File: config.mk
export PLATFORM = sky130hd
export DESIGN_NAME = stack_slot_bitmap_allocator_top
export DESIGN_NICKNAME = d
export VERILOG_FILES = /design/src/rtl/core/ssba_pkg.sv /design/src/rtl/core/stack_slot_bitmap_allocator_top.sv /design/src/rtl/core/ssba_ram.sv /design/src/rtl/core/ssba_addsub.sv
export SDC_FILE = /design/constraint.sdc
export NUM_CORES = 1
export LEC_CHECK = 0
export BUFFER_PORTS_ARGS = -buffer_cell sky130_fd_sc_hd__buf_2
export CAP_MARGIN = 20
export CORE_MARGIN = 2
export CORE_UTILIZATION = 49
export CTS_CLUSTER_SIZE = 20
export DETAILED_ROUTE_END_ITERATION = 6
export PLACE_DENSITY = 0.67
export SYNTH_ARGS = -nofsm -noshare
export SYNTH_HDL_FRONTEND = slang
export SYNTH_SLANG_ARGS = --single-unit
File: constraint.sdc
create_clock -name i_clk -period 9.55 [get_ports i_clk]
set_input_delay 1.4325 -clock i_clk [delete_from_list [all_inputs] [get_ports i_clk]]
set_output_delay 1.4325 -clock i_clk [all_outputs]
set_load 0.02 [all_outputs]
File: src/rtl/core/ssba_pkg.sv
// Shared types and constants for the stack slot bitmap allocator.
// No dependencies; imported by the top module, ssba_addsub and the bench.
package ssba_pkg;

    localparam int ADDR_W  = 48;
    localparam int PAGES_W = 17;
    localparam int SLOTO_W = 6;
    localparam int CFG_W   = ADDR_W;

    localparam logic [ADDR_W-1:0]  POOL_BASE_RESET = 48'h0200_0000_0000;
    localparam logic [PAGES_W-1:0] PAGES_RESET     = 17'd256;

    typedef enum logic [1:0] {
        ST_OK      = 2'd0,
        ST_FULL    = 2'd1,
        ST_OUTSIDE = 2'd2
    } t_status;

    typedef enum logic {
        CFG_POOL_BASE   = 1'b0,
        CFG_STACK_PAGES = 1'b1
    } t_cfg_idx;

    localparam logic MODE_ALLOC = 1'b0;

    // operands of the shared add/subtract unit
    typedef struct packed {
        logic [ADDR_W-1:0] a;
        logic [ADDR_W-1:0] b;
        logic              sub;
    } t_alu_req;

    typedef struct packed {
        logic [ADDR_W-1:0] sum;
        logic              carry;   // on subtract: 1 means a >= b
    } t_alu_rsp;

endpackage

File: src/rtl/core/stack_slot_bitmap_allocator_top.sv
// Stack slot bitmap allocator: hands out equal-sized stack regions from a pool
// of MAX_SLOTS slots, one used bit per slot held in a small RAM.
// Depends on ssba_pkg, ssba_ram and ssba_addsub.
//
// After reset a clearing pass writes every slot free, one slot a cycle; input
// words are stalled meanwhile (config writes still land). Then one request is
// handled at a time. An allocate scans up from slot 0 and stops at the lowest
// free slot, or after the last slot when the pool is full. A free stops at the
// slot the address falls in, or after the last slot when the address lies past
// it; an address below the pool base is answered straight from S_PREP. A result
// that finds the previous one still waiting for the sink waits in S_DONE until
// the sink takes it. The next request is accepted in the cycle after a result
// is registered. Both loops run around the one shared 48-bit add/subtract unit:
// the allocate scan reads one bit a cycle from the RAM and steps the region
// base by the region size, and the free divides the offset by the region size
// through repeated subtraction, one slot a cycle. The result sits in an output
// register, so the next request is taken while a result waits for the sink.
module stack_slot_bitmap_allocator_top
    import ssba_pkg::*;
#(
    parameter int MAX_SLOTS  = 64,
    parameter int PAGE_BYTES = 4096
) (
    input  logic               i_clk,
    input  logic               i_rst_n,
    // configuration
    input  logic               i_cfg_we,
    input  logic               i_cfg_index,
    input  logic [CFG_W-1:0]   i_cfg_data,
    // request channel
    input  logic               i_valid,
    output logic               o_stall,
    input  logic               i_mode,
    input  logic [ADDR_W-1:0]  i_stack_address,
    // result channel
    output logic               o_valid,
    input  logic               i_stall,
    output logic [ADDR_W-1:0]  o_region_base,
    output logic [SLOTO_W-1:0] o_slot_index,
    output logic [1:0]         o_status
);

    localparam int SLOT_W = (MAX_SLOTS > 1) ? $clog2(MAX_SLOTS) : 1;
    localparam int SIZE_W = PAGES_W + $clog2(PAGE_BYTES + 1);
    localparam logic [SLOT_W-1:0] LAST_SLOT = SLOT_W'(MAX_SLOTS - 1);

    typedef enum logic [2:0] {
        S_CLEAR,
        S_IDLE,
        S_PREP,
        S_SCAN,
        S_DIV,
        S_DONE
    } t_state;

    t_state              r_state, n_state;
    logic [SLOT_W-1:0]   r_cnt, n_cnt;
    logic [ADDR_W-1:0]   r_acc, n_acc;     // running base (alloc) or offset (free)
    logic [ADDR_W-1:0]   r_size, n_size;
    logic                r_mode, n_mode;
    logic [ADDR_W-1:0]   r_addr, n_addr;
    logic [ADDR_W-1:0]   r_pool_base, n_pool_base;
    logic [PAGES_W-1:0]  r_stack_pages, n_stack_pages;

    logic [ADDR_W-1:0]   r_res_base, n_res_base;
    logic [SLOT_W-1:0]   r_res_slot, n_res_slot;
    t_status             r_res_status, n_res_status;

    logic                r_out_valid, n_out_valid;
    logic [ADDR_W-1:0]   r_out_base, n_out_base;
    logic [SLOT_W-1:0]   r_out_slot, n_out_slot;
    t_status             r_out_status, n_out_status;

    logic                w_ram_we;
    logic [SLOT_W-1:0]   w_ram_waddr;
    logic [0:0]          w_ram_wdata;
    logic [SLOT_W-1:0]   w_ram_raddr;
    logic [0:0]          w_ram_rdata;

    t_alu_req            w_alu_req;
    t_alu_rsp            w_alu_rsp;
    logic [PAGES_W-1:0]  w_pages_eff;

    ssba_ram #(
        .WIDTH (1),
        .DEPTH (MAX_SLOTS)
    ) u_map (
        .i_clk   (i_clk),
        .i_we    (w_ram_we),
        .i_waddr (w_ram_waddr),
        .i_wdata (w_ram_wdata),
        .i_raddr (w_ram_raddr),
        .o_rdata (w_ram_rdata)
    );

    ssba_addsub u_alu (
        .i_req (w_alu_req),
        .o_rsp (w_alu_rsp)
    );

    // zero pages behaves as one page
    assign w_pages_eff = (r_stack_pages == '0) ? PAGES_W'(1) : r_stack_pages;

    always_comb begin
        n_state       = r_state;
        n_cnt         = r_cnt;
        n_acc         = r_acc;
        n_size        = r_size;
        n_mode        = r_mode;
        n_addr        = r_addr;
        n_pool_base   = r_pool_base;
        n_stack_pages = r_stack_pages;
        n_res_base    = r_res_base;
        n_res_slot    = r_res_slot;
        n_res_status  = r_res_status;
        n_out_valid   = r_out_valid;
        n_out_base    = r_out_base;
        n_out_slot    = r_out_slot;
        n_out_status  = r_out_status;

        w_ram_we      = 1'b0;
        w_ram_waddr   = r_cnt;
        w_ram_wdata   = 1'b0;
        w_ram_raddr   = r_cnt;
        w_alu_req.a   = r_acc;
        w_alu_req.b   = r_size;
        w_alu_req.sub = 1'b0;

        if (i_cfg_we) begin
            case (i_cfg_index)
                CFG_POOL_BASE:   n_pool_base   = i_cfg_data[ADDR_W-1:0];
                CFG_STACK_PAGES: n_stack_pages = i_cfg_data[PAGES_W-1:0];
                default: ;
            endcase
        end

        if (r_out_valid && !i_stall) begin
            n_out_valid = 1'b0;
        end

        case (r_state)
            S_CLEAR: begin
                w_ram_we    = 1'b1;
                w_ram_wdata = 1'b0;
                if (r_cnt == LAST_SLOT) begin
                    n_cnt   = '0;
                    n_state = S_IDLE;
                end else begin
                    n_cnt = r_cnt + SLOT_W'(1);
                end
            end
            S_IDLE: begin
                if (i_valid) begin
                    n_mode  = i_mode;
                    n_addr  = i_stack_address;
                    n_state = S_PREP;
                end
            end
            S_PREP: begin
                // region size: one narrow multiply, registered before use
                n_size      = ADDR_W'(SIZE_W'(w_pages_eff) * SIZE_W'(PAGE_BYTES));
                n_cnt       = '0;
                w_ram_raddr = '0;
                if (r_mode == MODE_ALLOC) begin
                    n_acc   = r_pool_base;
                    n_state = S_SCAN;
                end else begin
                    w_alu_req.a   = r_addr;
                    w_alu_req.b   = r_pool_base;
                    w_alu_req.sub = 1'b1;
                    if (!w_alu_rsp.carry) begin
                        n_res_base   = '0;
                        n_res_slot   = '0;
                        n_res_status = ST_OUTSIDE;
                        n_state      = S_DONE;
                    end else begin
                        n_acc   = w_alu_rsp.sum;
                        n_state = S_DIV;
                    end
                end
            end
            S_SCAN: begin
                // read data belongs to slot r_cnt; fetch the next one
                w_ram_raddr = r_cnt + SLOT_W'(1);
                if (!w_ram_rdata[0]) begin
                    w_ram_we     = 1'b1;
                    w_ram_wdata  = 1'b1;
                    n_res_base   = r_acc;
                    n_res_slot   = r_cnt;
                    n_res_status = ST_OK;
                    n_state      = S_DONE;
                end else if (r_cnt == LAST_SLOT) begin
                    n_res_base   = '0;
                    n_res_slot   = '0;
                    n_res_status = ST_FULL;
                    n_state      = S_DONE;
                end else begin
                    n_cnt = r_cnt + SLOT_W'(1);
                    n_acc = w_alu_rsp.sum;
                end
            end
            S_DIV: begin
                // quotient by repeated subtraction of the region size
                w_alu_req.sub = 1'b1;
                if (!w_alu_rsp.carry) begin
                    w_ram_we     = 1'b1;
                    w_ram_wdata  = 1'b0;
                    n_res_base   = '0;
                    n_res_slot   = r_cnt;
                    n_res_status = ST_OK;
                    n_state      = S_DONE;
                end else if (r_cnt == LAST_SLOT) begin
                    n_res_base   = '0;
                    n_res_slot   = '0;
                    n_res_status = ST_OUTSIDE;
                    n_state      = S_DONE;
                end else begin
                    n_cnt = r_cnt + SLOT_W'(1);
                    n_acc = w_alu_rsp.sum;
                end
            end
            S_DONE: begin
                if (!r_out_valid || !i_stall) begin
                    n_out_valid  = 1'b1;
                    n_out_base   = r_res_base;
                    n_out_slot   = r_res_slot;
                    n_out_status = r_res_status;
                    n_state      = S_IDLE;
                end
            end
            default: begin
                n_state = S_IDLE;
            end
        endcase
    end

    always_ff @(posedge i_clk) begin
        if (!i_rst_n) begin
            r_state       <= S_CLEAR;
            r_cnt         <= '0;
            r_out_valid   <= 1'b0;
            r_pool_base   <= POOL_BASE_RESET;
            r_stack_pages <= PAGES_RESET;
        end else begin
            r_state       <= n_state;
            r_cnt         <= n_cnt;
            r_out_valid   <= n_out_valid;
            r_pool_base   <= n_pool_base;
            r_stack_pages <= n_stack_pages;
        end
        r_acc        <= n_acc;
        r_size       <= n_size;
        r_mode       <= n_mode;
        r_addr       <= n_addr;
        r_res_base   <= n_res_base;
        r_res_slot   <= n_res_slot;
        r_res_status <= n_res_status;
        r_out_base   <= n_out_base;
        r_out_slot   <= n_out_slot;
        r_out_status <= n_out_status;
    end

    assign o_stall       = (r_state != S_IDLE);
    assign o_valid       = r_out_valid;
    assign o_region_base = r_out_base;
    assign o_slot_index  = SLOTO_W'(r_out_slot);
    assign o_status      = r_out_status;

endmodule

File: src/rtl/core/ssba_ram.sv
// Generic single-write, single-read RAM with registered read data.
// No dependencies.
module ssba_ram #(
    parameter int WIDTH = 1,
    parameter int DEPTH = 64
) (
    input  logic                                    i_clk,
    input  logic                                    i_we,
    input  logic [(DEPTH > 1 ? $clog2(DEPTH) : 1)-1:0] i_waddr,
    input  logic [WIDTH-1:0]                        i_wdata,
    input  logic [(DEPTH > 1 ? $clog2(DEPTH) : 1)-1:0] i_raddr,
    output logic [WIDTH-1:0]                        o_rdata
);

    logic [WIDTH-1:0] r_mem [DEPTH];
    logic [WIDTH-1:0] r_rdata;

    always_ff @(posedge i_clk) begin
        if (i_we) begin
            r_mem[i_waddr] <= i_wdata;
        end
        r_rdata <= r_mem[i_raddr];
    end

    assign o_rdata = r_rdata;

endmodule

File: src/rtl/core/ssba_addsub.sv
// Shared 48-bit add/subtract unit with carry out.
// Depends on ssba_pkg for widths and the request/response structs.
module ssba_addsub
    import ssba_pkg::*;
(
    input  t_alu_req i_req,
    output t_alu_rsp o_rsp
);

    logic [ADDR_W:0] w_full;

    // subtract as a + ~b + 1; carry set means no borrow
    assign w_full = {1'b0, i_req.a}
                  + {1'b0, (i_req.sub ? ~i_req.b : i_req.b)}
                  + {{ADDR_W{1'b0}}, i_req.sub};

    assign o_rsp.sum   = w_full[ADDR_W-1:0];
    assign o_rsp.carry = w_full[ADDR_W];

endmodule

==> results.md, run 1 <==
Worst setup path:
- The worst setup path is captured at a flop.
- At the worst endpoint, the arrival time is 6.38 ns.
- STA puts the critical path data required time at 9.79 ns.
- The maximum fanout along the worst path is 65.
- The path type of the worst setup path is reg2reg.
- STA classifies the critical path startpoint as a flop.

Yosys:
- The cell accounting for the most synthesized area is edfxtp_1.
- The number of enable-type register cells in the synthesized netlist is 290.
- The average footprint of a synthesized cell is 11.1 um^2.
- The count of warnings emitted by yosys is 0.
- The post-synthesis async set-or-reset flop share is 0%.
- Synthesis inferred 366 register bits.
- The number of standard cells after synthesis is 1639.
- The part of the Yosys area used for sequential elements is 56.1%.
- After synthesis the cells add up to 18200 um^2.
- The most used flip-flop cell after synthesis is edfxtp_1.
- The top cell type by area accounts for 47.8% of the synthesized area.
- The number of nets in the synthesized netlist is 1791.
- The most frequent cell after synthesis is edfxtp_1.
- The distinct cell type count after synthesis is 78.
- In the synthesized netlist, the cells that appear most often are edfxtp_1 (290), nand2_1 (227), o21ai_0 (99), a21oi_1 (90), clkbuf_1 (86).
- Sorting the synthesized cells by area gives the leading types as edfxtp_1 (48%), dfxtp_1 (8.3%), nand2_1 (4.7%).

Placed design:
- Counting tap cells, the placed design contains a total of 2159 instances.
- The worst setup timing slack at the placement stage is 3.43 ns.
- Summing all placed instances gives a cell area of 19300 um^2.
- Routability-driven placement finished with a final weighted congestion of 0.913.
- The detailed-placement wirelength estimate is 30600 um.
- In this run the tool buffered the top-level ports with 160 buffer cells.

Floorplan:
- The floorplan die area is 38800 um^2.
- Pin placement for this block handled 161 I/O pins.
- The number of core rows is 70.
- The overall die width is 197 um.
- The area of the placeable core is 36600 um^2.
- The floorplan step set the die height to 197 um.
- The initial core utilization is 49.8%.

Clocking:
- The clock reaches the later pin of the worst-skew pair after 0.55 ns.
- The H-tree generated during clock tree synthesis spans 2 levels.
- The number of gates resized after CTS was 0.
- The cell at the root of the clock tree is clkbuf_16.
- After clock tree synthesis, the clock-pin slew on the worst setup and hold paths is 0.06 ns.
- The number of clock buffers added by TritonCTS is 41.
- The TritonCTS clock tree is yes.
- The deepest clock path buffer count is 3.
- Buffers added to address setup during post-CTS repair amount to 0.
- The count of hold buffers inserted by post-cts repair is 0.
- The number of sinks on the clock net is 366.

Power and ir drop:
- For this design the total switching power over the nets is 711 uW.
- The total power divided by cell area is 165 nW/um^2.
- The switching power as a share of total power is 20.9%.
- Of the total power, combinational logic draws 3.2%.
- The worst supply voltage drop on vdd is 0.000112 V.
- The clock network fraction of total power is 45.8%.
- Total power for the finished layout comes to 3410 uW.
- The internal portion of the total power is 2700 uW.
- The total leakage power is 0.00757 uW.
- The share of total power dissipated in sequential elements is 51.0%.

Timing:
- The maximum clock rate is 163 MHz.
- The clock period minus final worst setup slack is 6.14 ns.
- Setup repair after global routing left no endpoint under its margin.
- The worst slew margin relative to its limit is 34.2%.
- The total count of hold-check failures in the final report was 0.
- The final critical-path share of the clock period is 64.3%.
- The count of final max-slew check failures is 0.
- The total negative slack is 0 ns.
- The clock arrives with 0.0205 ns of skew.
- The worst path meets setup with 3.41 ns of slack.
- The slew at the pin closest to its max-slew limit is 0.985 ns.
- The final setup violation count is 0.

Finish:
- The layout cell share with drive strength beyond 1 is 18.1%.
- The synthesis-to-finish area growth is 13.2%.
- The number of non-filler instances in the completed layout is 2234.
- The final net count is 1888.
- The post-route cell area is 20600 um^2.
- The number of antenna diodes is 0.

Routing:
- Summing over every cut layer, the via total after detailed routing is 13.0k.
- The count of antenna-violating nets left after detailed routing is 0.
- For this block, the initial DRC count from the detailed router was 923.
- For this run, design rule violations remaining after detail routing come to 0.
- The mean routed wirelength per cell is 20.3 um.
- The first-pass iteration count of the detailed router is 5.
- The per-cell via count in the routed design is 5.83.
- The final routed wirelength across all metal layers is 45300 um.

Outcome:
- The flow ran to the end, and the final reports show no timing, DRC or antenna violations.

Global route:
- The first global-routing pass estimated 70200 um of wire.
- The all-layer global routing usage is 23.4%.
- The via count of the first global-routing pass is 12.4k.
- The total overflow left after global routing is 0.
- Entering global routing, the biggest net connects 114 pins.
- The initial antenna violation count came to 1.

Flow run:
- The number of maximum-capacitance constraint violations is 0.

Min path:
- The path type of the worst min-delay path is reg2reg.
==> worst max-delay path, cell delays in order, from the launching register on <==
cell and delay (ns):
dfxtp_1 0.76, nand4bb_4 0.72, buf_4 0.65, mux2_2 0.45, fa_1 0.43, a21o_1 0.21, a21o_1 0.18, o2111ai_2 0.23
a211oi_2 0.15, o211ai_2 0.20, a21oi_2 0.12, nor2_2 0.28, a31o_2 0.49, buf_4 0.59, nor2b_1 0.27
==> routing by layer <==
metal / up-vias / routed length, um / global-route usage [%]
li1: 6256 / - / -
met3: 66 / 2410 / 3.32
met2: 392 / 20800 / 37.1
met4: 0 / 1220 / 8.08
met5: - / 0 / 0
met1: 6315 / 20900 / 33.1
==> metrics by stage <==
step                      hold WS [ns]  utilization [%]
after global placement           0.441             52.6
final                            0.453             56.4
after CTS                        0.450             56.3
after detailed placement         0.440             52.6
after global routing             0.468             56.4
after floorplan                  0.400                -
==> logic make-up (layout without fill, tap and decap cells) <==
group | after synthesis | in the layout | synth area share [%]
muxes | 114 | 114 | 6.60
buffers and inverters | 138 | 265 | 3.29
AOI/OAI and AO/OA | 425 | 425 | 15.5
DFF | 366 | 366 | 56.1
and+or+nand+nor | 488 | 488 | 12.3
adders and majority gates | 49 | 49 | 3.40
xor gates and xnor gates | 59 | 59 | 2.83
==> sequential cells by signal, indices dropped and copies added, names as in the netlist <==
| register | flops |
|---|---|
| r_acc | 48 |
| u_map.o_rdata | 1 |
| r_size | 17 |
| o_region_base | 48 |
| r_pool_base | 48 |
| u_map.r_mem | 64 |
| o_valid | 1 |
| r_mode | 1 |
| r_state | 3 |
| o_status | 2 |
| r_res_slot | 6 |
| r_res_status | 2 |
| r_addr | 48 |
| r_cnt | 6 |
| r_stack_pages | 17 |
| o_slot_index | 6 |
| r_res_base | 48 |
==> final timing paths <==
check                endpoint  depth (start not counted)  slack [ns]     startpoint
max reg2reg   r_res_status[0]                         14        3.41     r_state[0]
max           r_res_status[0]                         14        3.41     r_state[0]
min reg2reg  o_region_base[0]                          0        0.45  r_res_base[0]
min          o_region_base[0]                          0        0.45  r_res_base[0]
==> final cells by class <==
class	instances	area [um^2]
fill	3094	16000
sequential	366	10200
multi-input combinational	1135	7480
clock buffer	58	1150
timing repair buffer	178	968
tap	468	586
clock inverter	15	175
inverter	14	52.6
==> cells in the final DEF, fill, tap and decap left out, types with 4 or more instances in the layout <==
cell	count
o21a_1	5
o21bai_1	11
nand2b_1	7
mux2_2	48
clkbuf_16	43
nand3b_1	8
nor4_1	19
dfxtp_1	76
a21o_1	30
edfxtp_1	290
inv_1	13
o21ai_0	99
buf_4	16
nand3_1	26
buf_2	160
xor2_1	16
clkbuf_1	13
a21boi_0	64
clkinv_2	5
nor2b_1	10
o22ai_1	4
xnor2_1	43
nor2_1	81
o211ai_1	7
o31ai_1	6
or2_2	6
nand2_1	227
ha_1	48
and2_1	6
and3_1	10
nor3_1	44
mux2i_1	65
a21oi_1	88
a211oi_1	4
or3_1	10
o21ai_1	6
a22o_1	57
nand4_1	9
a31oi_1	10
==> power by group through the flow <==
stage | sequential [uW] | combinational (uW) | clock [uW]
3_3_place_gp | 1770 | 109 | 0
3_5_place_dp | 1770 | 110 | 0
2_1_floorplan | 1760 | 70.5 | 0
6_report | 1740 | 111 | 1560
5_1_grt | 1740 | 122 | 1660
4_1_cts | 1740 | 111 | 1590
(Power assumes the default switching activity.)
==> inputs of run 2 (changes only) <==
==> constraint.sdc (replaced) <==
create_clock -name i_clk -period 5.9 [get_ports i_clk]
set_input_delay 0.885 -clock i_clk [delete_from_list [all_inputs] [get_ports i_clk]]
set_output_delay 0.885 -clock i_clk [all_outputs]
set_load 0.02 [all_outputs]
==> run 2 against run 1 <==
  * Via count decreased by 0.76%
  * Non-clock buffer count increased by 1
  * Highest routed layer unchanged
  * First-iteration DRC count increased by 9.9%
==> results.md, run 2 (synthesized netlist as in run 1, its figures left out) <==
Outcome:
- The run finished with clean final reports.

Worst setup path:
- The required arrival time at the worst endpoint was 6.13 ns (-3.66 ns).
- STA classifies the critical path startpoint as a flop.
- The slowest stage of the critical path is the a31o_2 cell.
- Traced cell by cell, the critical path runs through nand4bb_4, buf_12, mux2_2, ha_1, a21oi_1, o21ai_0, a211oi_1, o21bai_1, a2bb2oi_1, a21oi_2, nor2_2, a31o_2, buf_12.
- The element type at the critical path end is a flop.
- The maximum fanout along the worst path is 54 (-17%).
- The critical path's largest stage delay came to 0.66 ns (-0.10 ns).
- The data arrival time of the critical path is 5.19 ns (-1.19 ns).
- By instance count, the cell type seen most on the critical path is buf_12.
- The number of cells on the worst reg-to-reg path is 13 (-1).
- The critical path is of the reg2reg type.

Routing:
- The post-detailed-route DRC marker count is 0 (unchanged).
- The final routed wirelength across all metal layers is 44800 um (-1.2%).
- The mean routed wirelength per cell is 20.0 um (-1.2%).
- The first-pass iteration count of the detailed router is 7 (+2).
- The count of antenna-violating nets left after detailed routing came to 0 (unchanged).
- The routed via count was 12.9k (-0.76%).
- The DRC marker count from the first detailed-route iteration was 1014 (+9.9%).
- The per-cell via count in the routed design is 5.79 (-0.76%).

Clocking:
- The H-tree depth is 2 (unchanged).
- The clock input transition at the sequential cells of the worst setup and hold paths is 0.06 ns (about the same).
- The number of sinks on the clock net was 366 (unchanged).
- The cell sitting at the root of the clock tree is a clkbuf_16.
- The TritonCTS clock tree is yes.
- The post-CTS repair timing setup buffer count was 0 (unchanged).
- The clock latency reported for the late side of the worst-skew pair came to 0.56 ns (about the same).
- The number of CTS-inserted buffers is 40 (-2.4%).
- The deepest clock path buffer count was 3 (unchanged).
- The count of hold buffers inserted by post-cts repair is 0 (unchanged).
- The post-cts gate resize count came to 0 (unchanged).

Finish:
- The final design utilization came to 56.7% (+0.27 points).
- The final net count is 1888 (unchanged).
- The leading cell type in the layout, fill and taps excluded is edfxtp_1.
- Leaving out fill and tap cells, the most frequent cells in the layout are edfxtp_1 (290), nand2_1 (227), buf_2 (160), o21ai_0 (99), a21oi_1 (88).
- The layout filler cell count is 3119 (+0.81%).
- The number of antenna diodes was 0 (unchanged).
- The combined area of the multi-input logic cells is 7480 um^2 (unchanged).
- From synthesis to final layout, the design area changed by 13.8%.
- The flip-flop count of the largest register, all copies and words added is 64 (unchanged).
- The largest register by flop count is u_map.r_mem.
- The layout cell share with drive strength beyond 1 is 18.2% (+0.11 points).
- The area of all sequential standard cells came to 10200 um^2 (unchanged).

Timing:
- Setup repair after global routing left no endpoint under its margin.
- The count of final max-slew check failures was 0 (unchanged).
- The total count of hold-check failures in the final report is 0 (unchanged).
- The final critical-path share of the clock period is 84.0% (+20 points).
- The final setup violation count is 0 (unchanged).
- The worst slew margin relative to its limit is 27.3% (-7.0 points).
- The slew at the pin closest to its max-slew limit is 1.09 ns (+0.107 ns).
- The maximum clock rate was 202 MHz (+24%).
- The total negative slack is 0 ns (unchanged).
- The clock period minus final worst setup slack came to 4.95 ns (-1.19 ns).
- The final worst clock skew is 0.0222 ns (+0.00169 ns).

Floorplan:
- The floorplan die area is 38800 um^2 (unchanged).
- The area of the placeable core was 36600 um^2 (unchanged).
- The initial core utilization is 49.8% (unchanged).
- The die boundary height came to 197 um (unchanged).
- The number of core rows came to 70 (unchanged).
- The overall die width came to 197 um (unchanged).
- The I/O pin count is 161 (unchanged).

Global route:
- The initial antenna violation count was 0 (-1).
- The all-layer global routing usage is 23.0% (-0.43 points).
- The via count of the first global-routing pass was 12.4k (-0.34%).
- The first-pass GRT wire length is 68900 um (-1.8%).
- The total overflow reported by the global router was 0 (unchanged).
- The largest net degree at the start of global routing was 113 (-0.88%).

Min path:
- The path type of the worst min-delay path is reg2reg.
- The number of stages on the worst hold path is 0 (unchanged).

Flow run:
- The number of maximum-capacitance constraint violations is 0 (unchanged).

Placed design:
- The final weighted congestion in routability-driven placement is 0.930 (+1.8%).
- The detailed-placement wirelength estimate is 31000 um (+1.5%).
- The count of input and output buffers is 160 (unchanged).

Power and ir drop:
- The clock network fraction of total power is 46.3% (+0.5 points).
- The internal power came to 4440 uW (+65%).
- The share of total power in combinational logic is 3.2% (about the same).
- The share of total power in sequential cells is 50.4% (-0.6 points).
- The switching power as a share of total power was 20.5% (-0.41 points).
- The worst supply voltage drop on vdd came to 0.000185 V (+65%).
- The total leakage power was 0.00761 uW (+0.52%).
- The total power divided by cell area came to 269 nW/um^2 (+63%).
- The switching power total is 1140 uW (+61%).
## run 2: cell count changes in the layout (fill, tap and decap cells not counted), moves of 2 or more
cell / before / now
buf_12: 1 / 4
buf_4: 16 / 13
bufinv_16: 3 / 5
clkbuf_1: 13 / 10
clkinv_4: 0 / 2
inv_6: 3 / 0
## run 2: path summary, 6_finish.rpt
check | slack [ns] | from | end
worst max-delay path | 0.95 | r_state[1] | r_res_base[32]
worst min-delay path | 0.43 | r_res_status[0] | o_status[0]
worst max register to register | 0.95 | r_state[1] | r_res_base[32]
worst min register to register | 0.43 | r_res_status[0] | o_status[0]
## run 2: final cells by class
type,count,share of cell area [%]
tap,468,2.82
clock buffer,55,5.50
sequential,366,49.3
timing repair buffer,179,4.98
multi-input combinational,1135,36.1
clock inverter,17,1.06
inverter,14,0.253
## run 2: through the flow
| step | hold slack (ns) | std cells | total power (uW) | cell area, um^2 | worst slack, ns |
|---|---|---|---|---|---|
| finish | 0.431 | 2234 | 5580 | 20700 | 0.947 |
| global route | 0.452 | 2234 | 5750 | 20700 | 0.684 |
| CTS | 0.430 | 2233 | 5630 | 20700 | 0.987 |
| detailed placement | 0.420 | 2161 | 3050 | 19400 | 1.05 |
| global placement | 0.410 | 2160 | 3040 | 19300 | 1.16 |
| floorplan | 0.400 | 1639 | 2960 | 18200 | 0.885 |
## run 2: routing by layer
| metal | part of all wire, % | up-vias | global-route usage, % |
|---|---|---|---|
| met5 | 0 | - | 0 |
| li1 | - | 6237 | - |
| met4 | 1.9 | 0 | 5.76 |
| met3 | 5.5 | 58 | 3.87 |
| met1 | 46 | 6262 | 32.2 |
| met2 | 47 | 373 | 37.3 |
## run 2: worst max-delay path: cells and delay by family (launching register included)
| kind | cells | cell delay (ns) |
|---|---|---|
| AO/OA/AOI/OAI | 7 | 1.83 |
| flip-flops | 1 | 0.60 |
| adder cells (fa/ha/maj) | 1 | 0.38 |
| buffers and inverters | 2 | 0.70 |
| multiplexers | 1 | 0.30 |
| AND/OR/NAND/NOR | 2 | 0.81 |
## run 2: power groups by stage
stage | Sequential [uW] | Clock (uW) | Combinational [uW]
2_1_floorplan | 2850 | 0 | 114
3_3_place_gp | 2870 | 0 | 173
3_5_place_dp | 2870 | 0 | 179
4_1_cts | 2810 | 2640 | 180
5_1_grt | 2820 | 2740 | 200
6_report | 2810 | 2590 | 181
